==> config.mk <==
export PLATFORM = sky130hd
export DESIGN_NAME = ahr_ram
export DESIGN_NICKNAME = d
export VERILOG_FILES = /design/src/rtl/ahr_ram.sv
export SDC_FILE = /design/constraint.sdc
export NUM_CORES = 2
export LEC_CHECK = 0
export BUFFER_PORTS_ARGS = -buffer_cell sky130_fd_sc_hd__clkbuf_2
export CAP_MARGIN = 20
export CELL_PAD_IN_SITES_DETAIL_PLACEMENT = 2
export CELL_PAD_IN_SITES_GLOBAL_PLACEMENT = 2
export CORE_UTILIZATION = 35
export DETAILED_ROUTE_END_ITERATION = 12
export PLACE_DENSITY_LB_ADDON = 0.1
export SLEW_MARGIN = 5
export SYNTH_ARGS = -nofsm -noshare
export SYNTH_HDL_FRONTEND = slang
export SYNTH_SLANG_ARGS = --single-unit
==> constraint.sdc <==
create_clock -name clk -period 5.5 [get_ports clk]
set_clock_uncertainty 0.2 [all_clocks]
set_input_delay 1.1 -clock clk [delete_from_list [all_inputs] [get_ports clk]]
set_output_delay 1.1 -clock clk [all_outputs]
set_load 0.005 [all_outputs]
==> src/rtl/ahr_ram.sv <==
// Generic RAM with one write port and two registered read ports.
module ahr_ram #(
    parameter int WIDTH = 18,
    parameter int DEPTH = 150
) (
    input  logic                     clk,
    input  logic                     we,
    input  logic [$clog2(DEPTH)-1:0] waddr,
    input  logic [WIDTH-1:0]         wdata,
    input  logic [$clog2(DEPTH)-1:0] raddr_a,
    output logic [WIDTH-1:0]         rdata_a,
    input  logic [$clog2(DEPTH)-1:0] raddr_b,
    output logic [WIDTH-1:0]         rdata_b
);
    logic [WIDTH-1:0] mem [DEPTH];

    // Write port and registered reads
    always_ff @(posedge clk)
    begin
        if (we)
        begin
            mem[waddr] <= wdata;
        end
        rdata_a <= mem[raddr_a];
        rdata_b <= mem[raddr_b];
    end
endmodule

==> metrics.yaml <==
setup_path:
  arrival_ps: 4920
  critPathKind: "in -> reg"
  worstPathRequired_ps: 6090
  path_cells: "buf_12 > buf_12 > buf_4 > mux4_2 > mux2i_1 > a2111oi_0 > a211oi_1 > o21ai_0"
  cpMostUsedCell: "buf_12"
  reg2reg_from: "mem[87][9]"
  crit_fanout: 40
  startpoint: "raddr_a[0]"
  critPathMaxStageDelay_ps: 910
  cp-end-kind: "register"
  start_kind: "input port"
  slowest_stage: "a211oi_1"
timing:
  slew_headroom_pct: 13.6
  clock.fmax_mhz: 231
  setup_violations: 0
  period_share_pct: 78.7
  hold_violations: 0
  finalWorstSetupSlack_ps: 1170
  period_minus_slack_ps: 4330
  rsz0062_at_grt: "false"
  worstMarginPinSlew_ps: 1300
  slew_viol_final: 0
final_layout:
  ff_latch_area_sq_mm: 0.0818
  final_net_count: 6954
  area_growth_pct: 15.5
  drive_above_1_share_pct: 37.1
  fillerInstances: 33600
  multi_input_area_sq_mm: 0.0431
  fin_area_sq_mm: 0.147
die:
  die_x_microns: 605
  row_count: 221
  fp.dieArea_sq_mm: 0.366
  start_util_pct: 35.2
  fp.coreArea_sq_mm: 0.362
  num_io_pins: 80
  die_h_microns: 605
hold_path:
  holdCritStartpoint: "wdata[0]"
  hold_path_class: "in -> reg"
synth:
  ys_types: 68
  yosysWarnings: 0
  ys_async_sr_fraction_pct: 0
  syn_avg_cell_area_sq_um: 19.9
  syn_inst: 6408
  synth-edff-count: 2700
  synth-seq-cells: 2736
  synth_top_flop_cell: "edfxtp_1"
  seq_area_frac_synth_pct: 64.2
  synth.net_count: 6452
  syn_area_sq_mm: 0.127
clock_tree:
  h-tree-depth: 5
  cts_buffer_depth: 4
  hold_buffers: 0
  cts_resized: 0
  clk_pin_slew_ps: 60
  numClockSinks: 2736
  clock_latency_ps: 960
  numCtsBuffers: 326
  cts_tree: "yes"
  clock_tree.root_cell: "clkbuf_16"
  post_cts_buffers: 0
route:
  wire_per_inst_microns: 44.8
  vias: 75700
  wl_met1_mm: 228
  dr_wl_met3_mm: 33.8
  met2_length_mm: 251
  finalWirelength_mm: 537
  ant_nets: 0
  viasPerCell: 6.32
  drtIter0Drc: 9570
  highest_layer: "met5"
  dr.pass1.iters: 5
  drc: 0
global_routing:
  grt_pass1_wl_mm: 721
  grt_max_degree: 151
  antenna_found_initial: 45
  globalRouteOverflowTotal: 0
  grt.total_usage_pct: 29.1
  grt_pass1_vias: 78500
pwr:
  power.total_mw: 48.6
  power.density_mw_per_mm2: 331
  p_seq_share_pct: 47.6
  p_switching_mw: 12.3
  p_leak_nw: 46.7
  peakVddDrop_mv: 0.218
  p_sw_share_pct: 25.3
  internal-power_mw: 36.4
  combPwrFrac_pct: 9.5
  p_clk_share_pct: 42.9
place:
  place_ws_ps: 249
  placement.io_buffers: 79
  post-dp-hpwl_mm: 347
  place.gp.congestion: 0.880
  placedInstanceArea_sq_mm: 0.137
flow_run:
  max_cap_viol_count: 0
outcome:
  outcome: "finished, final reports clean"
[Yosys cell counts, drive strengths merged, types with 9 or more instances]
| library cell | instances | share of area (%) |
|---|---|---|
| a211oi | 123 | 0.72 |
| a21oi | 95 | 0.37 |
| a221oi | 14 | 0.096 |
| a22o | 10 | 0.069 |
| a22oi | 11 | 0.065 |
| a31oi | 19 | 0.093 |
| a32o | 14 | 0.11 |
| a32oi | 15 | 0.10 |
| and2 | 42 | 0.21 |
| and3 | 9 | 0.044 |
| buf | 347 | 1.8 |
| clkbuf | 166 | 0.49 |
| dfxtp | 36 | 0.57 |
| edfxtp | 2700 | 64 |
| mux2 | 45 | 0.40 |
| mux2i | 462 | 3.6 |
| mux4 | 1316 | 23 |
| nand2 | 181 | 0.53 |
| nand2b | 13 | 0.064 |
| nand3 | 48 | 0.19 |
| nand4 | 11 | 0.054 |
| nor2 | 237 | 0.70 |
| nor2b | 57 | 0.28 |
| nor3 | 31 | 0.12 |
| o211ai | 23 | 0.14 |
| o21ai | 53 | 0.21 |
| o221ai | 111 | 0.76 |
| o22ai | 101 | 0.50 |
| o311ai | 10 | 0.069 |
| o32ai | 11 | 0.076 |
[placed cells by master, fill, tap and decap left out, drive strengths merged, types with 36 or more instances in the layout]
cell type / count
clkinv: 128
edfxtp: 2700
mux2i: 462
clkbuf: 477
o221ai: 111
nand2: 181
nor2b: 57
buf: 635
o22ai: 101
dfxtp: 36
a211oi: 123
a21oi: 95
nand3: 48
o21ai: 53
mux2: 45
nor2: 237
and2: 42
mux4: 1316
[cells by family after synthesis]
| family | count (synthesis) | share of synthesized area [%] |
|---|---|---|
| compound gates | 660 | 3.72 |
| buf+inv | 521 | 2.33 |
| flops | 2736 | 64.2 |
| mux | 1823 | 27.3 |
| simple gates | 668 | 2.41 |
[through the flow]
| step | utilization [%] | setup TNS [ps] | hold slack [ps] | std cells |
|---|---|---|---|---|
| 6_report | 40.6 | 0 | 402 | 12000 |
| 5_1_grt | 40.6 | 0 | 391 | 12000 |
| 4_1_cts | 40.6 | 0 | 337 | 12000 |
| 3_5_place_dp | 37.8 | 0 | 814 | 11400 |
| 3_3_place_gp | 37.8 | -39.3 | 797 | 11400 |
| 2_1_floorplan | - | 0 | 498 | 6408 |
[final cells by class]
type | instances | area share [%]
Sequential cell | 2736 | 55.6
Multi-Input combinational cell | 3151 | 29.3
Clock buffer | 425 | 5.93
Timing Repair Buffer | 687 | 4.17
Tap cell | 4794 | 4.08
Clock inverter | 156 | 0.835
Antenna cell | 24 | 0.0408
Inverter | 8 | 0.0340
[power groups by stage]
stage                     logic (mW)  clock network, mW  registers, mW
final                           4.64               20.9           23.1
after global routing            4.75               21.9           23.1
after floorplan                 2.23                  0           23.5
after CTS                       4.64               21.2           23.1
after detailed placement        4.62                  0           23.6
after global placement          4.57                  0           23.6
[flip-flops by register name, indices dropped and copies added, names as in the netlist]
name / count
mem: 2700
rdata_a: 18
rdata_b: 18
[critical path: cells and delay by family]
family,cells,cell delay (ps)
buf+inv,3,1030
compound gates,3,1360
mux,2,1270
[metal layers]
metal	vias up	GRT usage [%]
met5	-	0
met4	4	11.7
met3	648	4.07
met2	3009	46.0
met1	43100	40.7
li1	28900	-
[worst paths after layout]
check                end  slack (ps)  cells past startpoint
max           rdata_a[9]        1170                      8
min          mem[118][0]         400                      1
max reg2reg   rdata_a[9]        2160                      5
min reg2reg  rdata_a[15]         820                      4
No activity file was read; power rests on OpenSTA's default activity.
