===== config.mk =====
export PLATFORM = sky130hd
export DESIGN_NAME = ahr_queue
export DESIGN_NICKNAME = d
export VERILOG_FILES = /design/src/rtl/ahr_pkg.sv /design/src/rtl/ahr_queue.sv
export SDC_FILE = /design/constraint.sdc
export NUM_CORES = 1
export LEC_CHECK = 0
export ABC_AREA = 1
export BUFFER_PORTS_ARGS = -buffer_cell sky130_fd_sc_hd__buf_2
export CAP_MARGIN = 20
export CORE_MARGIN = 8
export CORE_UTILIZATION = 50
export DETAILED_ROUTE_END_ITERATION = 8
export PLACE_DENSITY_LB_ADDON = 0.08
export SYNTH_ARGS = -nofsm -noshare
export SYNTH_HDL_FRONTEND = slang
export SYNTH_SLANG_ARGS = --single-unit

===== constraint.sdc =====
create_clock -name clk -period 2.62 [get_ports clk]
set_input_delay 0 -clock clk [delete_from_list [all_inputs] [get_ports clk]]
set_output_delay 0 -clock clk [all_outputs]
set_load 0.02 [all_outputs]

===== src/rtl/ahr_pkg.sv =====
// Package with shared widths, codes and types of the pulse-rate estimator.
package ahr_pkg;

    // Field widths
    localparam int SAMPLE_W   = 18;
    localparam int RATE_W     = 13;
    localparam int LAG_W      = 8;
    localparam int POS_W      = 10;

    // Parameter defaults
    localparam int WINDOW_LEN_DEF   = 150;
    localparam int HISTORY_LEN_DEF  = 5;
    localparam int UPDATE_EVERY_DEF = 50;

    // Arithmetic constants
    localparam int RATE_SCALE = 6000;
    localparam int VALID_MIN  = 3;

    // Register reset values
    localparam logic [SAMPLE_W-1:0] BASELINE_RST = 18'd0;
    localparam logic [SAMPLE_W-1:0] FINGER_RST   = 18'd10000;
    localparam logic [RATE_W-1:0]   ALERT_RST    = 13'd90;
    localparam logic [LAG_W-1:0]    LAG_FIRST_RST = 8'd50;
    localparam logic [LAG_W-1:0]    LAG_END_RST   = 8'd120;

    // Register indexes on the configuration port
    typedef enum logic [2:0] {
        REG_BASELINE  = 3'd0,
        REG_FINGER    = 3'd1,
        REG_ALERT     = 3'd2,
        REG_LAG_FIRST = 3'd3,
        REG_LAG_END   = 3'd4
    } reg_index_t;

    // What the back end has to do with one item
    typedef enum logic [1:0] {
        CMD_PLAIN    = 2'd0,
        CMD_CLEAR    = 2'd1,
        CMD_NOT_FULL = 2'd2,
        CMD_ESTIMATE = 2'd3
    } cmd_kind_t;

    typedef struct packed {
        cmd_kind_t        kind;
        logic             finger;
        logic [POS_W-1:0] pos;
    } cmd_t;

    typedef struct packed {
        logic est_done;
    } back_status_t;

endpackage


===== src/rtl/ahr_queue.sv =====
// Two-entry command queue between the front and back ends.
module ahr_queue (
    input  logic          clk,
    input  logic          rst_n,
    input  logic          push,
    input  ahr_pkg::cmd_t push_cmd,
    output logic          full,
    input  logic          pop,
    output logic          valid,
    output ahr_pkg::cmd_t head
);
    import ahr_pkg::*;

    cmd_t       mem_reg [2];
    logic       wr_reg, rd_reg;
    logic [1:0] cnt_reg, cnt_next;

    assign full  = cnt_reg == 2'd2;
    assign valid = cnt_reg != 2'd0;
    assign head  = mem_reg[rd_reg];

    // Occupancy tracking
    always_comb
    begin
        cnt_next = cnt_reg;
        if (push && !(pop && valid))
        begin
            cnt_next = cnt_reg + 2'd1;
        end
        else if (!push && pop && valid)
        begin
            cnt_next = cnt_reg - 2'd1;
        end
    end

    always_ff @(posedge clk or negedge rst_n)
    begin
        if (!rst_n)
        begin
            wr_reg  <= 1'b0;
            rd_reg  <= 1'b0;
            cnt_reg <= 2'd0;
        end
        else
        begin
            cnt_reg <= cnt_next;
            if (push)
            begin
                wr_reg <= !wr_reg;
            end
            if (pop && valid)
            begin
                rd_reg <= !rd_reg;
            end
        end
    end

    // Entry storage
    always_ff @(posedge clk)
    begin
        if (push)
        begin
            mem_reg[wr_reg] <= push_cmd;
        end
    end
endmodule


==> results.md, run 1 <==
CTS:
- Clock-pin slew was measured on the worst setup and hold paths at 0.09 ns.
- For the worst-skew pair, the clock arrives at the later sink with an insertion delay of 0.32 ns.
- The number of setup buffers added after CTS is 0.
- The clock passes through at most 2 buffers.
- TritonCTS built the clock tree.
- The CTS root buffer is clkbuf_4.
- The number of clock buffers added by TritonCTS is 5.
- The number of buffers inserted for hold repair after clock tree synthesis is 18.
- The count of cells resized by post-cts repair is 0.
- The clock tree synthesis step divided the H-tree into 2 levels.
- The TritonCTS sink count is 30.

Yosys:
- After synthesis, the netlist uses 13 different library cells.
- The count of warnings emitted by yosys is 0.
- After technology mapping, the gate count stands at 93.
- The post-synthesis instance area is 0.00115 mm².
- The synthesized netlist devotes 17.2% of its cell area to simple gates.
- The number of nets handed over by synthesis was 110.
- The number of storage elements in the synthesis netlist is 30.
- The synthesized-area fraction occupied by ao, oa, aoi and oai cells is 1.09%.
- Summing the sequential cell areas from Yosys gives 76.6% of the chip area.
- Summing the areas of all xor and xnor instances in the mapped netlist gives 2.29% of the synthesized area.
- By area, the combinational part of the netlist is dominated by simple AND/OR/NAND/NOR gates.
- After Yosys synthesis, full adders, half adders and majority gates account for 0% of the synthesized area.
- Measured against the total synthesized area, the mux share comes to 0%.
- The average instance in the mapped netlist occupies 12.4 µm².

GRT:
- Global routing used 12.0% of the available tracks.
- The remaining global-route overflow is 0.
- The first global-routing pass estimated 3820 µm of wire.
- The number of antenna violations at the first check in global routing was 0.
- The number of global-route vias before repair was 910.
- The maximum number of pins on one net before global-route repair is 15.

Finish:
- The number of nets in the layout is 165.
- The non-filler instance count after layout is 177.
- Leaving out fill and tap cells, the most frequent cells in the layout are nand2_1 (45), buf_2 (31), edfxtp_1 (26).
- The share of post-route cells with drive strength above 1 is 27.5%.
- The register with the most flip-flops in the layout has 26 of them.
- The filler cells instantiated in the layout total 176.
- The area growth from synthesis to layout is 36.3%.
- The library cell used most frequently in the layout, excluding fill and tap cells, is nand2_1.
- The cell area after layout is 0.00157 mm².
- The number of antenna cells inserted is 0.

Run:
- The number of max-cap violations is 0.

Timing:
- In the finished design, the share of the clock period the worst path needs comes to 63.3%.
- The final-layout setup total negative slack is 0 ns.
- The maximum clock skew at final layout is 0.0116 ns.
- Setup repair after global routing left no endpoint under its margin.
- The hold violation count in the final report is 0.
- The final critical-path required period is 1.66 ns.
- At the pin with the least slew margin, the transition time is 0.538 ns.
- Final hold analysis gives a worst-case slack of 0.403 ns.
- Headroom to the max-slew limit came out at 64.0%.
- The count of final max-slew check failures was 0.
- The number of setup violations in the final report is 0.
- The highest achievable clock rate is 603 MHz.

Power and ir drop:
- The sum of internal, switching and leakage power is 1.54 mW.
- The static leakage is 0.719 nW.
- The peak supply drop is 0.658 mV.
- The power density relative to cell area is 981 mW/mm².

Route:
- The mean number of vias per cell is 4.66.
- The number of optimization iterations in the first detailed-route pass is 4.
- The number of vias in the routed layout is 825.
- In the final routed layout, each cell accounts on average for 12.6 µm.
- The initial DRC count is 13.
- The residual DRC count is 0.
- In this run the remaining antenna-violating nets after routing total 0.
- The routed design has 2230 µm of wire.

Floorplan:
- The number of cell rows is 17.
- Once the floorplan was initialized, standard cells occupied 52.5% of the core.
- The core region is 0.00219 mm².
- For this design the top-level I/O count stands at 32.
- The overall die height is 64.0 µm.
- The die is 64.0 µm wide.
- The die footprint is 0.00409 mm².

Worst setup path:
- The critical path in this run is classified as reg -> out.
- The data arrival at the endpoint of the critical path is 1.66 ns.
- The worst setup path is captured at a primary output.
- The startpoint type of the worst setup path is a register.
- The data required time at the worst endpoint is 2.62 ns.
- The maximum fanout encountered on the critical timing path is 14.

Placed design:
- Summed over all nets, the half-perimeter wirelength after detailed placement is 1550 µm.
- Once placement finished, the instance area stood at 0.00134 mm².
- The global placement routability congestion is 0.628.
- In this run, placement finished with an instance count of 151.
- The number of port buffers is 31.

Run status:
- The flow ran to the end, and the final reports show no timing, DRC or antenna violations.

Hold path:
- The tightest min-delay check is of the in -> reg type.
[Yosys cell counts]
cell | count | share of area [%]
xor2_1 | 3 | 2.3
nor2_1 | 2 | 0.65
edfxtp_1 | 26 | 68
nand3_1 | 1 | 0.43
nand3_2 | 1 | 0.87
nand2_1 | 45 | 15
dfrtp_1 | 4 | 8.7
inv_2 | 1 | 0.33
nand2_2 | 1 | 0.54
inv_1 | 5 | 1.6
buf_2 | 2 | 0.87
o21ai_1 | 1 | 0.43
o31ai_1 | 1 | 0.65
[worst max-delay path, cell delays in order, from the launching register on]
cell	delay, ns
dfrtp_1	0.65
inv_1	0.34
nand2_1	0.13
nand2_1	0.07
buf_2	0.16
[worst paths after layout]
path,to,slack (ns),startpoint,depth (start not counted)
max,head[4],0.96,rd_reg,4
min,mem_reg[1][2],0.40,push_cmd[2],2
max reg2reg,mem_reg[0][1],1.22,wr_reg,2
min reg2reg,wr_reg,0.50,wr_reg,1
max in group asynchronous,rd_reg,1.35,rst_n,4
min in group asynchronous,wr_reg,0.55,rst_n,3
[cell type report]
class | count | area (µm²) | share of cell area (%)
timing repair buffer | 50 | 343 | 21.9
multi-input combinational | 55 | 236 | 15.1
clock buffer | 6 | 41.3 | 2.63
sequential | 30 | 881 | 56.2
tap | 28 | 35.0 | 2.23
clock inverter | 2 | 8.76 | 0.559
inverter | 6 | 22.5 | 1.44
[metrics by stage]
| stage | setup WS [ns] | util [%] |
|---|---|---|
| after global placement | 1.27 | 61.1 |
| after detailed placement | 1.21 | 61.1 |
| after floorplan | 1.26 | - |
| after global routing | 0.759 | 71.6 |
| after CTS | 0.898 | 71.6 |
| final | 0.963 | 71.6 |
[metal layers]
metal / up-vias / GRT usage (%) / part of all wire (%)
met5: - / 0 / 0
met4: 0 / 5.01 / 1.8
met3: 6 / 7.32 / 8.9
met2: 23 / 21.3 / 51
met1: 379 / 10.5 / 38
li1: 417 / - / -
[kinds of logic after synthesis]
family | after synthesis
buf+inv | 8
compound gates | 2
simple gates | 50
xor+xnor | 3
flops | 30
[power by group]
group | internal, mW | total [mW] | switching (mW)
Clock | 0.101 | 0.242 | 0.141
Sequential | 0.643 | 0.721 | 0.0778
Combinational | 0.192 | 0.574 | 0.383
Total | 0.936 | 1.54 | 0.602
(Power assumes the default switching activity.)
==> run 2: changes to the inputs <==
==> constraint.sdc (replaced) <==
create_clock -name clk -period 1.7 [get_ports clk]
set_input_delay 0 -clock clk [delete_from_list [all_inputs] [get_ports clk]]
set_output_delay 0 -clock clk [all_outputs]
set_load 0.02 [all_outputs]
==> results.md, run 2 (same netlist as run 1, synthesis figures left out) <==
Worst setup path:
- The maximum fanout encountered on the critical timing path was 14 (unchanged).
- The data required time at the worst endpoint is 1.70 ns (-0.92 ns).
- The worst reg2reg path depth is 2 (unchanged).
- The reg-to-reg critical path startpoint is wr_reg.
- The minimum setup slack among reg-to-reg paths came to 0.48 ns (-0.74 ns).
- STA classifies the critical path endpoint as a primary output.
- The data arrival at the endpoint of the critical path is 1.53 ns (-0.13 ns).
- The category of the critical setup timing path is reg -> out.
- The capture point of the worst reg-to-reg path is mem_reg[1][3].
- The startpoint type of the worst setup path is a register.

Finish:
- The library cell used most frequently in the layout, excluding fill and tap cells, is nand2_1.
- The number of antenna cells inserted is 0 (unchanged).
- Leaving out fill and tap cells, the most frequent cells in the layout are nand2_1 (45), buf_2 (31), edfxtp_1 (26).
- The share of the core filled with cells in the final layout is 71.4% (-0.11 points).
- The final-layout fill cell count is 168 (-4.5%).
- The flip-flop count of the largest register, all copies and words added is 26 (unchanged).
- The area of the multi-input gates was 236 µm² (unchanged).
- Relative to the synthesized area, the layout overhead comes to 36.1%.
- The share of post-route cells with drive strength above 1 is 29.1% (+1.5 points).
- The number of nets in the layout is 165 (unchanged).
- The area occupied by registers is 882 µm² (+0.14%).

GRT:
- The overall track demand over capacity in global routing was 12.0% (+0.050 points).
- The number of antenna violations at the first check in global routing is 0 (unchanged).
- The number of global-route vias before repair is 875 (-3.8%).
- The remaining global-route overflow is 0 (unchanged).
- The maximum number of pins on one net before global-route repair is 15 (unchanged).
- The global-route wire length before repair came to 3790 µm (-0.71%).

Floorplan:
- The starting utilization of the core area came to 52.5% (unchanged).
- The floorplan die width came to 64.0 µm (unchanged).
- The overall die height was 64.0 µm (unchanged).
- The placeable core region came to 0.00219 mm² (unchanged).
- The number of cell rows is 17 (unchanged).
- The count of pins on the block boundary is 32 (unchanged).
- The die footprint is 0.00409 mm² (unchanged).

Placed design:
- The worst setup slack after placement was 0.325 ns (-0.880 ns).
- The global placement routability congestion was 0.610 (-2.8%).
- The half-perimeter wire length of the detailed placement result was 1550 µm (about the same).
- The number of port buffers was 31 (unchanged).

Timing:
- The smallest clock period supported by the final layout is computed as 1.53 ns.
- The transition time of the tightest slew-check pin is 0.540 ns (+0.00181 ns).
- The final-layout setup total negative slack is 0 ns (unchanged).
- The count of final max-slew check failures is 0 (unchanged).
- The maximum clock skew at final layout is 0.0119 ns (+0.000274 ns).
- The relative max-transition margin is 64.0% (about the same).
- The hold violation count in the final report was 0 (unchanged).
- Setup repair after global routing left no endpoint under its margin.
- The highest achievable clock rate is 653 MHz.
- The hold slack was 0.404 ns (+0.00130 ns).
- The number of setup violations in the final report was 0 (unchanged).
- The worst setup slack after layout is 0.170 ns (-0.793 ns).
- Dividing the final minimum period by the clock period gives 90.0%.

CTS:
- The number of buffers created by CTS was 5 (unchanged).
- The H-tree depth reported by CTS came to 2 (unchanged).
- The maximum clock path buffer count is 2 (unchanged).
- The CTS root buffer is clkbuf_4.
- The latest clock arrival within the worst-skew pair is 0.32 ns (about the same).
- The TritonCTS sink count is 30 (unchanged).
- The clock transition at the registers of the reported paths was 0.09 ns (about the same).
- The TritonCTS clock tree is yes.
- The count of buffers added by post-CTS timing repair for setup is 0 (unchanged).

Route:
- The final antenna-violating net count is 0 (unchanged).
- The number of vias in the routed layout came to 826 (+0.12%).
- The number of optimization iterations in the first detailed-route pass is 4 (unchanged).
- The total wire length after detailed routing is 2280 µm (+2.3%).
- The average wire length per cell after detail routing is 12.9 µm (+2.9%).
- The initial DRC count is 22 (+9).
- The mean number of vias per cell was 4.69 (+0.69%).
- The residual DRC count was 0 (unchanged).

Power and ir drop:
- The combinational group share of total power is 37.7% (+0.3 points).
- The net switching power of the design came to 930 µW (+55%).
- The part of the total power dissipated in the clock network is 15.4% (-0.3 points).
- The static leakage is 0.709 nW (-1.3%).
- The sequential group share of total power is 46.8% (about the same).
- The peak supply drop is 0.994 mV (+51%).
- The power density relative to cell area came to 1520 mW/mm² (+55%).
- The internal power is 1.45 mW (+55%).
- The fraction of power spent switching nets is 39.0% (-0.13 points).
- The sum of internal, switching and leakage power is 2.39 mW (+55%).

Hold path:
- The launch point of the worst hold path is push_cmd[1].
- In this run the worst hold path is classified as in -> reg.
- The path with the worst hold slack has its endpoint at mem_reg[1][1].
- The depth of the worst hold-timing path was 2 (unchanged).

Run:
- The number of max-cap violations came to 0 (unchanged).

Run status:
- The flow ran to the end, and the final reports show no timing, DRC or antenna violations.
-- run 2: final cells by class --
| type | instances | area share (%) |
|---|---|---|
| clock buffers | 7 | 2.88 |
| inverters | 6 | 1.68 |
| multi-input cells | 55 | 15.1 |
| flip-flops and latches | 30 | 56.4 |
| well taps | 28 | 2.24 |
| repair buffers | 50 | 21.7 |
-- run 2: repair_timing --
action                                 in CTS  in global routing
setup endpoints to repair                   1                  2
gates cloned                                0                  0
hold buffers                               17                  0
endpoints found under the hold margin      32                  0
pin swaps                                   0                  0
gates resized for setup                     1                  1
-- run 2: worst max path at each step --
stage                      start             to  cells after the start
after floorplan           wr_reg  mem_reg[0][0]                      1
after global placement    rd_reg         rd_reg                      2
after detailed placement  rd_reg         rd_reg                      2
after CTS                 rd_reg        head[2]                      4
after global routing      rd_reg        head[2]                      4
final                     rd_reg        head[2]                      4
-- run 2: through the flow --
| stage | cells | area [µm²] |
|---|---|---|
| 2_1_floorplan | 93 | 1150 |
| 5_1_grt | 176 | 1570 |
| 4_1_cts | 176 | 1560 |
| 3_3_place_gp | 152 | 1350 |
| 3_5_place_dp | 152 | 1350 |
| 6_report | 176 | 1570 |
-- run 2: layer usage --
| layer | global-route usage (%) | wire length, µm |
|---|---|---|
| met5 | 0 | 0 |
| met4 | 6.41 | 19 |
| met3 | 7.32 | 179 |
| met2 | 19.9 | 1130 |
| met1 | 11.3 | 953 |
-- run 2: power groups by stage --
stage	clock [mW]	combinational, mW	sequential [mW]
6_report	0.368	0.900	1.12
5_1_grt	0.407	1.00	1.13
4_1_cts	0.384	0.921	1.11
3_5_place_dp	0	0.887	1.13
3_3_place_gp	0	0.874	1.12
2_1_floorplan	0	0.624	1.07
-- run 2: critical path: stages, from the launching register on --
cell and delay [ns]:
dfrtp_2 0.54, clkinvlp_4 0.32, nand2_1 0.14, nand2_1 0.06, buf_2 0.15
