--- config.mk ---
export PLATFORM = sky130hd
export DESIGN_NAME = ahr_front
export DESIGN_NICKNAME = d
export VERILOG_FILES = /design/src/rtl/ahr_pkg.sv /design/src/rtl/ahr_front.sv
export SDC_FILE = /design/constraint.sdc
export NUM_CORES = 1
export LEC_CHECK = 0
export ABC_AREA = 1
export BUFFER_PORTS_ARGS = -buffer_cell sky130_fd_sc_hd__buf_2
export CORE_MARGIN = 10
export CORE_UTILIZATION = 39
export CTS_CLUSTER_DIAMETER = 200
export CTS_CLUSTER_SIZE = 30
export DETAILED_ROUTE_END_ITERATION = 8
export MAX_ROUTING_LAYER = met4
export PLACE_DENSITY_LB_ADDON = 0.1
export SETUP_SLACK_MARGIN = 0.02
export SLEW_MARGIN = 40
export SYNTH_ARGS = -nofsm -noshare
export SYNTH_HDL_FRONTEND = slang
export SYNTH_SLANG_ARGS = --single-unit
--- constraint.sdc ---
create_clock -name clk -period 8.2 [get_ports clk]
set_clock_uncertainty 0.05 [all_clocks]
set_input_delay 1.64 -clock clk [delete_from_list [all_inputs] [get_ports clk]]
set_output_delay 1.64 -clock clk [all_outputs]
set_load 0.02 [all_outputs]
--- src/rtl/ahr_pkg.sv ---
// Package with shared widths, codes and types of the pulse-rate estimator.
package ahr_pkg;

    // Field widths
    localparam int SAMPLE_W   = 18;
    localparam int RATE_W     = 13;
    localparam int LAG_W      = 8;
    localparam int POS_W      = 10;

    // Parameter defaults
    localparam int WINDOW_LEN_DEF   = 150;
    localparam int HISTORY_LEN_DEF  = 5;
    localparam int UPDATE_EVERY_DEF = 50;

    // Arithmetic constants
    localparam int RATE_SCALE = 6000;
    localparam int VALID_MIN  = 3;

    // Register reset values
    localparam logic [SAMPLE_W-1:0] BASELINE_RST = 18'd0;
    localparam logic [SAMPLE_W-1:0] FINGER_RST   = 18'd10000;
    localparam logic [RATE_W-1:0]   ALERT_RST    = 13'd90;
    localparam logic [LAG_W-1:0]    LAG_FIRST_RST = 8'd50;
    localparam logic [LAG_W-1:0]    LAG_END_RST   = 8'd120;

    // Register indexes on the configuration port
    typedef enum logic [2:0] {
        REG_BASELINE  = 3'd0,
        REG_FINGER    = 3'd1,
        REG_ALERT     = 3'd2,
        REG_LAG_FIRST = 3'd3,
        REG_LAG_END   = 3'd4
    } reg_index_t;

    // What the back end has to do with one item
    typedef enum logic [1:0] {
        CMD_PLAIN    = 2'd0,
        CMD_CLEAR    = 2'd1,
        CMD_NOT_FULL = 2'd2,
        CMD_ESTIMATE = 2'd3
    } cmd_kind_t;

    typedef struct packed {
        cmd_kind_t        kind;
        logic             finger;
        logic [POS_W-1:0] pos;
    } cmd_t;

    typedef struct packed {
        logic est_done;
    } back_status_t;

endpackage

--- src/rtl/ahr_front.sv ---
// Front end: takes samples, fills the window and classifies each item.
module ahr_front #(
    parameter int WINDOW_LEN   = 150,
    parameter int UPDATE_EVERY = 50
) (
    input  logic                          clk,
    input  logic                          rst_n,
    input  logic                          in_valid,
    output logic                          in_ready,
    input  logic [ahr_pkg::SAMPLE_W-1:0]  ir_sample,
    input  logic [ahr_pkg::SAMPLE_W-1:0]  baseline_level,
    input  logic [ahr_pkg::SAMPLE_W-1:0]  finger_level,
    output logic                          ram_we,
    output logic [$clog2(WINDOW_LEN)-1:0] ram_waddr,
    output logic [ahr_pkg::SAMPLE_W-1:0]  ram_wdata,
    input  logic                          q_full,
    output logic                          q_push,
    output ahr_pkg::cmd_t                 q_cmd,
    input  ahr_pkg::back_status_t         status
);
    import ahr_pkg::*;

    localparam int AW = $clog2(WINDOW_LEN);
    localparam int CW = $clog2(UPDATE_EVERY + 1);

    logic [AW-1:0]       pos_reg, pos_next;
    logic                full_reg, full_next;
    logic [CW-1:0]       cnt_reg, cnt_next;
    logic                busy_reg, busy_next;
    logic [SAMPLE_W-1:0] corr;
    logic                finger;
    logic                accept;

    assign in_ready  = !q_full && !busy_reg;
    assign accept    = in_valid && in_ready;
    assign corr      = (ir_sample > baseline_level) ? ir_sample - baseline_level : '0;
    assign finger    = corr > finger_level;
    assign ram_we    = accept;
    assign ram_waddr = pos_reg;
    assign ram_wdata = corr;
    assign q_push    = accept;

    // Window bookkeeping and item classification
    always_comb
    begin
        pos_next  = pos_reg;
        full_next = full_reg;
        cnt_next  = cnt_reg;
        busy_next = busy_reg;
        q_cmd.kind   = CMD_PLAIN;
        q_cmd.finger = finger;
        if (status.est_done)
        begin
            busy_next = 1'b0;
        end
        if (accept)
        begin
            if (32'(pos_reg) + 1 >= WINDOW_LEN)
            begin
                pos_next  = '0;
                full_next = 1'b1;
            end
            else
            begin
                pos_next = pos_reg + 1'b1;
            end
            if (32'(cnt_reg) + 1 >= UPDATE_EVERY)
            begin
                cnt_next = '0;
                if (finger)
                begin
                    if (full_next)
                    begin
                        q_cmd.kind = CMD_ESTIMATE;
                        busy_next  = 1'b1;
                    end
                    else
                    begin
                        q_cmd.kind = CMD_NOT_FULL;
                    end
                end
                else
                begin
                    q_cmd.kind = CMD_CLEAR;
                    pos_next   = '0;
                    full_next  = 1'b0;
                end
            end
            else
            begin
                cnt_next = cnt_reg + 1'b1;
            end
        end
        q_cmd.pos = POS_W'(pos_next);
    end

    always_ff @(posedge clk or negedge rst_n)
    begin
        if (!rst_n)
        begin
            pos_reg  <= '0;
            full_reg <= 1'b0;
            cnt_reg  <= '0;
            busy_reg <= 1'b0;
        end
        else
        begin
            pos_reg  <= pos_next;
            full_reg <= full_next;
            cnt_reg  <= cnt_next;
            busy_reg <= busy_next;
        end
    end
endmodule

==> results.txt, run 1 <==
Status -> finished clean
Site Rows -> 31
Core area -> 0.00718 mm2
Pins over their slew limit -> 0
Total power -> 0.000526 W
CTS buffer count -> 3
First-pass GRT wire length -> 14.0 mm
Htree depth -> 1
RSZ-0062 raised after global routing -> no
Share of layout cells above drive strength 1 -> 22.3%
GR Util met3 -> 2.13%
Worst stage delay on the critical path -> 0.42 ns
Synthesized netlist cell count -> 467
Pwr dens -> 152 mW/mm2
Met1 usage -> 15.3%
Routed WL -> 8.08 mm
Tot GR Track Use -> 14.9%
Max VDD drop -> 0.0512 mV
Crit-path slowest cell -> fa_1
DR vias/cell -> 4.71
Max frequency -> 150 MHz
Total negative slack -> 0 ns
Max_slew headroom -> 57.7%
Chip Width -> 105 um
Synth cell types -> 34
1st-iter DRT viols -> 83
Global placer's final weighted congestion -> 0.933
Final net count -> 662
Crit Path Class -> in2out
Pre-antenna DRT Iters -> 6
Maxcap violations -> 0
CP bufs+invs -> 5
Post_cts resized -> 0
Worst slew pin tran -> 0.632 ns
Root Buffer -> clkbuf_8
Setup crit start -> ir_sample[0]
CP Max Fanout -> 17
Diode count -> 0
Leak -> 2.12 nW
#FFs+latches synth -> 16
Finished Layout Cells -> 660
Tmin final -> 6.66 ns
ANT nets after route -> 0
Post-DP HPWL -> 7.17 mm
Number of buffers added for setup after CTS -> 0
Initial Util -> 39.6%
Remaining global-route overflow -> 0
Die area -> 0.0111 mm2
Most Crowded Layer GR -> met2
Final setup violation count -> 0
FF-to-FF End -> ram_waddr[5]$_DFF_PN0_
IO Port Bufs -> 98
CTS tree -> yes
Met2 usage -> 29.1%
Fraction of the yosys area taken by sequential cells -> 14.1%
Levels on crit path -> 27
Vias in the first global route -> 3221
CP endpoint kind -> output pin
Area grow syn2layout -> 21.3%
R2R depth -> 9
Worst Setup Start Kind -> input pin
CP top delay family -> simple AND/OR/NAND/NOR gates
I/O Pins -> 101
Largest register FFs -> 8
Via Count -> 3107
Fin crit share -> 81.2%
Later-pin clock latency in the skew report -> 0.25 ns
Placed Cells -> 656
Reg2Reg Setup Slack -> 6.21 ns
Wirelength per Cell -> 12.2 um
Synth Area per Inst -> 6.09 um2
# DRC -> 0
Initial antenna violation count -> 0
Synth warnings -> 0
CP required -> 6.51 ns
Final Hold Viols -> 0
Post-synthesis instance area -> 0.00284 mm2
Clock transition at the registers of the reported paths -> 0.06 ns
Arrival @ worst endpoint -> 4.97 ns
Worst Setup EP -> q_cmd[5]
Hold Path Class -> reg2reg
Largest net degree at the start of global routing -> 21
Die Y -> 105 um
Critical R2R Launch -> ram_waddr[0]$_DFF_PN0_
Clk buf depth -> 2
Clk sink count -> 16
Hold buffers post-CTS -> 0
-- metrics by stage --
stage / hold WS [ns] / setup slack (ns) / cell area [um2] / util, %
6_report: 0.432 / 1.54 / 3450 / 48.1
5_1_grt: 0.491 / 1.20 / 3450 / 48.1
4_1_cts: 0.441 / 1.49 / 3450 / 48.1
3_5_place_dp: 0.423 / 1.50 / 3390 / 47.3
3_3_place_gp: 0.415 / 1.62 / 3390 / 47.3
2_1_floorplan: 0.399 / 2.10 / 2850 / -
-- Yosys cell counts --
master    number  area, um2
a21boi_0       1       7.51
a21o_1         1       7.51
a21oi_1       23        115
a21oi_2        1       8.76
a21oi_4        1       16.3
a31oi_1        1       6.26
buf_12         1       20.0
buf_2          1       5.00
buf_4          4       30.0
clkbuf_1       3       11.3
conb_1         1       3.75
dfrtp_1       16        400
fa_1           1       20.0
ha_1          40        500
inv_1         85        319
nand2_1      134        503
nand2_2        7       43.8
nand2_4        2       22.5
nand3_1       36        180
nand3_2        1       10.0
nand3b_1       4       30.0
nand4_1        5       31.3
nor2_1        52        195
nor2_4        10        113
nor3_1         2       10.0
o21a_1         2       15.0
o21ai_0       10       50.1
o21ai_1        3       15.0
o21ai_2        1       8.76
o21bai_1       3       22.5
o22ai_1        3       18.8
or2_1          1       6.26
xnor2_1        9       78.8
xor2_1         2       17.5
-- report_power, final --
| part | switching [W] | total [W] | internal, W |
|---|---|---|---|
| Clock | 0.0000292 | 0.0000718 | 0.0000426 |
| Sequential | 0.0000335 | 0.000132 | 0.0000984 |
| Combinational | 0.000204 | 0.000322 | 0.000118 |
-- metal layers --
layer | vias to the layer above | routed length [um]
li1 | 1646 | -
met1 | 1389 | 3310
met2 | 64 | 4390
met3 | 8 | 298
met4 | 0 | 80
met5 | - | 0
-- cell families after synthesis --
| family | synth area share (%) |
|---|---|
| and+or+nand+nor | 40.3 |
| adders and majority gates | 18.3 |
| DFF | 14.1 |
| buffers and inverters | 13.6 |
| other | 0.132 |
| xor gates and xnor gates | 3.39 |
| AOI/OAI and AO/OA | 10.3 |
-- worst reg2reg max path, stage by stage, from the launching register on --
cell	delay (ns)
dfrtp_1	0.49
ha_1	0.32
or2_1	0.24
nand3_1	0.07
nand2_1	0.06
nand2_1	0.06
nand3_1	0.13
a21oi_4	0.28
nand3_1	0.11
nand2_1	0.10
-- layout by cell type (no fill, tap or decap), types with 2 or more instances in the layout --
cell type,n
xnor2_1,9
o21bai_1,3
dfrtp_1,16
ha_1,40
xor2_1,2
nand4_1,5
inv_1,85
o21ai_1,3
a21oi_1,23
nand2_4,2
nand3b_1,4
o21ai_0,10
nand2_2,7
nor3_1,2
clkbuf_8,4
nand3_1,36
buf_2,98
nand2_1,134
nor2_4,10
nor2_1,52
conb_1,2
o22ai_1,3
o21a_1,2
-- how the worst min path moves through the flow --
stage | startpoint | to | slack, ns | depth (start not counted)
2_1_floorplan | busy_reg$_DFF_PN0_ | busy_reg$_DFF_PN0_ | 0.40 | 2
3_3_place_gp | full_reg$_DFFE_PN0P_ | full_reg$_DFFE_PN0P_ | 0.42 | 2
3_5_place_dp | full_reg$_DFFE_PN0P_ | full_reg$_DFFE_PN0P_ | 0.42 | 2
4_1_cts | full_reg$_DFFE_PN0P_ | full_reg$_DFFE_PN0P_ | 0.44 | 2
5_1_grt | busy_reg$_DFF_PN0_ | busy_reg$_DFF_PN0_ | 0.49 | 2
6_report | full_reg$_DFFE_PN0P_ | full_reg$_DFFE_PN0P_ | 0.43 | 2
-- final cells by class --
| cell class | count | area (um2) |
|---|---|---|
| inverters | 85 | 319 |
| fillers | 802 | 3730 |
| repair buffers | 98 | 490 |
| clock buffers | 4 | 55.1 |
| well taps | 99 | 124 |
| multi-input cells | 358 | 2060 |
| flip-flops and latches | 16 | 400 |
Power figures use the tool's default switching activity.
==> run 2: changes to the inputs <==
==> constraint.sdc (replaced) <==
create_clock -name clk -period 6 [get_ports clk]
set_clock_uncertainty 0.05 [all_clocks]
set_input_delay 1.2 -clock clk [delete_from_list [all_inputs] [get_ports clk]]
set_output_delay 1.2 -clock clk [all_outputs]
set_load 0.02 [all_outputs]
==> results.txt, run 2 (synthesis results as in run 1) <==
Status -> finished clean (unchanged)
Final net count -> 663 (was 662)
Initial Util -> 39.6% (unchanged)
Wirelength per Cell -> 12.5 um (was 12.2 um)
Final setup violation count -> 0 (unchanged)
Met2 wire length -> 4.46 mm (was 4.39 mm)
Clk sink count -> 16 (unchanged)
Tot GR Track Use -> 14.8% (was 14.9%)
Htree depth -> 1 (unchanged)
Number of buffers added for setup after CTS -> 0 (unchanged)
Crit Path Class -> in2out (unchanged)
Post-DP HPWL -> 7.29 mm (was 7.17 mm)
Area grow syn2layout -> 22.3% (was 21.3%)
Commonest cells after routing, fill and taps aside -> nand2_1, buf_2, inv_1, nor2_1, ha_1 (unchanged)
Site Rows -> 31 (unchanged)
Commonest non-fill, non-tap cell in the layout -> nand2_1 (unchanged)
Root Buffer -> clkbuf_8 (unchanged)
Largest register FFs -> 8 (unchanged)
# DRC -> 0 (unchanged)
First-pass GRT wire length -> 13.7 mm (was 14.0 mm)
Die Y -> 105 um (unchanged)
Pre-antenna DRT Iters -> 4 (was 6)
DP Area -> 0.00340 mm2 (was 0.00339 mm2)
Routed WL -> 8.27 mm (was 8.08 mm)
Core area -> 0.00718 mm2 (unchanged)
Arrival @ worst endpoint -> 4.38 ns (was 4.97 ns)
Hold buffers post-CTS -> 0 (unchanged)
CP required -> 4.75 ns (was 6.51 ns)
CTS buffer count -> 3 (unchanged)
Initial antenna violation count -> 0 (unchanged)
ANT nets after route -> 0 (unchanged)
Total negative slack -> 0 ns (unchanged)
Post_cts resized -> 0 (unchanged)
Leak -> 2.13 nW (was 2.12 nW)
Chip Width -> 105 um (unchanged)
CTS tree -> yes (unchanged)
Later-pin clock latency in the skew report -> 0.25 ns (about the same)
Worst stage delay on the critical path -> 0.41 ns (was 0.42 ns)
Hold Path Class -> reg2reg (unchanged)
Uppermost routed layer -> met4 (unchanged)
Multi-input logic area -> 0.00208 mm2 (was 0.00206 mm2)
Clock transition at the registers of the reported paths -> 0.07 ns (was 0.06 ns)
Die area -> 0.0111 mm2 (unchanged)
Filler cells -> 795 (was 802)
Cell mode on critical path -> nand2_1
Worst Setup Start Kind -> input pin (unchanged)
RSZ-0062 raised after global routing -> no (unchanged)
Metal-1 WL -> 3.41 mm (was 3.31 mm)
Crit-path slowest cell -> fa_1 (unchanged)
Tmin final -> 5.63 ns
Maxcap violations -> 0 (unchanged)
Pwr dens -> 209 mW/mm2 (was 152 mW/mm2)
CP Max Fanout -> 13 (was 17)
Share of layout cells above drive strength 1 -> 22.6% (was 22.3%)
Via Count -> 3110 (was 3107)
CP endpoint kind -> output pin (unchanged)
Remaining global-route overflow -> 0 (unchanged)
IO Port Bufs -> 98 (unchanged)
Clk buf depth -> 2 (unchanged)
Global placer's final weighted congestion -> 0.929 (was 0.933)
Largest net degree at the start of global routing -> 21 (unchanged)
Worst slew pin tran -> 0.635 ns (was 0.632 ns)
1st-iter DRT viols -> 88 (was 83)
Max VDD drop -> 0.0759 mV (was 0.0512 mV)
Diode count -> 0 (unchanged)
DR vias/cell -> 4.70 (was 4.71)
Vias in the first global route -> 3181 (was 3221)
Fin crit share -> 93.9%
Max_slew headroom -> 57.6% (was 57.7%)
Final Hold Viols -> 0 (unchanged)
Finished Cell Area -> 0.00348 mm2 (was 0.00345 mm2)
DR WL met3 -> 246 um (was 298 um)
Max frequency -> 178 MHz
I/O Pins -> 101 (unchanged)
Pins over their slew limit -> 0 (unchanged)
Register area -> 400 um2 (unchanged)
## run 2: routing by layer
layer	global-route usage, %	up-vias
met4	4.41	0
met3	1.83	14
met2	28.9	63
met1	14.9	1382
li1	-	1651
met5	-	-
## run 2: path summary, 6_finish.rpt
kind / from / endpoint / slack [ns] / cells after the start
min: full_reg$_DFFE_PN0P_ / full_reg$_DFFE_PN0P_ / 0.43 / 2
max in group asynchronous: rst_n / cnt_reg[0]$_DFFE_PN0P_ / 4.81 / 1
max reg2reg: ram_waddr[0]$_DFF_PN0_ / ram_waddr[5]$_DFF_PN0_ / 4.01 / 9
max: ir_sample[0] / q_cmd[5] / 0.37 / 29
min in group asynchronous: rst_n / full_reg$_DFFE_PN0P_ / 0.81 / 1
min reg2reg: full_reg$_DFFE_PN0P_ / full_reg$_DFFE_PN0P_ / 0.43 / 2
## run 2: where the power goes
group	switching [W]	internal, W
clock network	0.0000402	0.0000583
registers	0.0000456	0.000135
logic	0.000284	0.000165
total	0.000370	0.000358
## run 2: area by class of cell
type	count	area share, %
repair buffers	99	14.4
well taps	99	3.56
clock buffers	4	1.58
flip-flops and latches	16	11.5
multi-input cells	358	59.7
inverters	85	9.18
## run 2: worst max-delay path, delay by kind of cell
| kind | cells | cell delay [ns] |
|---|---|---|
| simple gates | 20 | 1.73 |
| fa+ha+maj | 3 | 0.85 |
| buf+inv | 6 | 0.59 |
## run 2: stage by stage
step | util [%] | setup slack (ns) | hold WS, ns | cells | power [W]
2_1_floorplan | - | 0.776 | 0.399 | 468 | 0.000503
3_3_place_gp | 47.4 | 0.344 | 0.415 | 657 | 0.000623
3_5_place_dp | 47.4 | 0.183 | 0.415 | 657 | 0.000632
4_1_cts | 48.2 | 0.168 | 0.435 | 661 | 0.000732
5_1_grt | 48.5 | 0.0411 | 0.451 | 661 | 0.000801
6_report | 48.5 | 0.367 | 0.433 | 661 | 0.000728
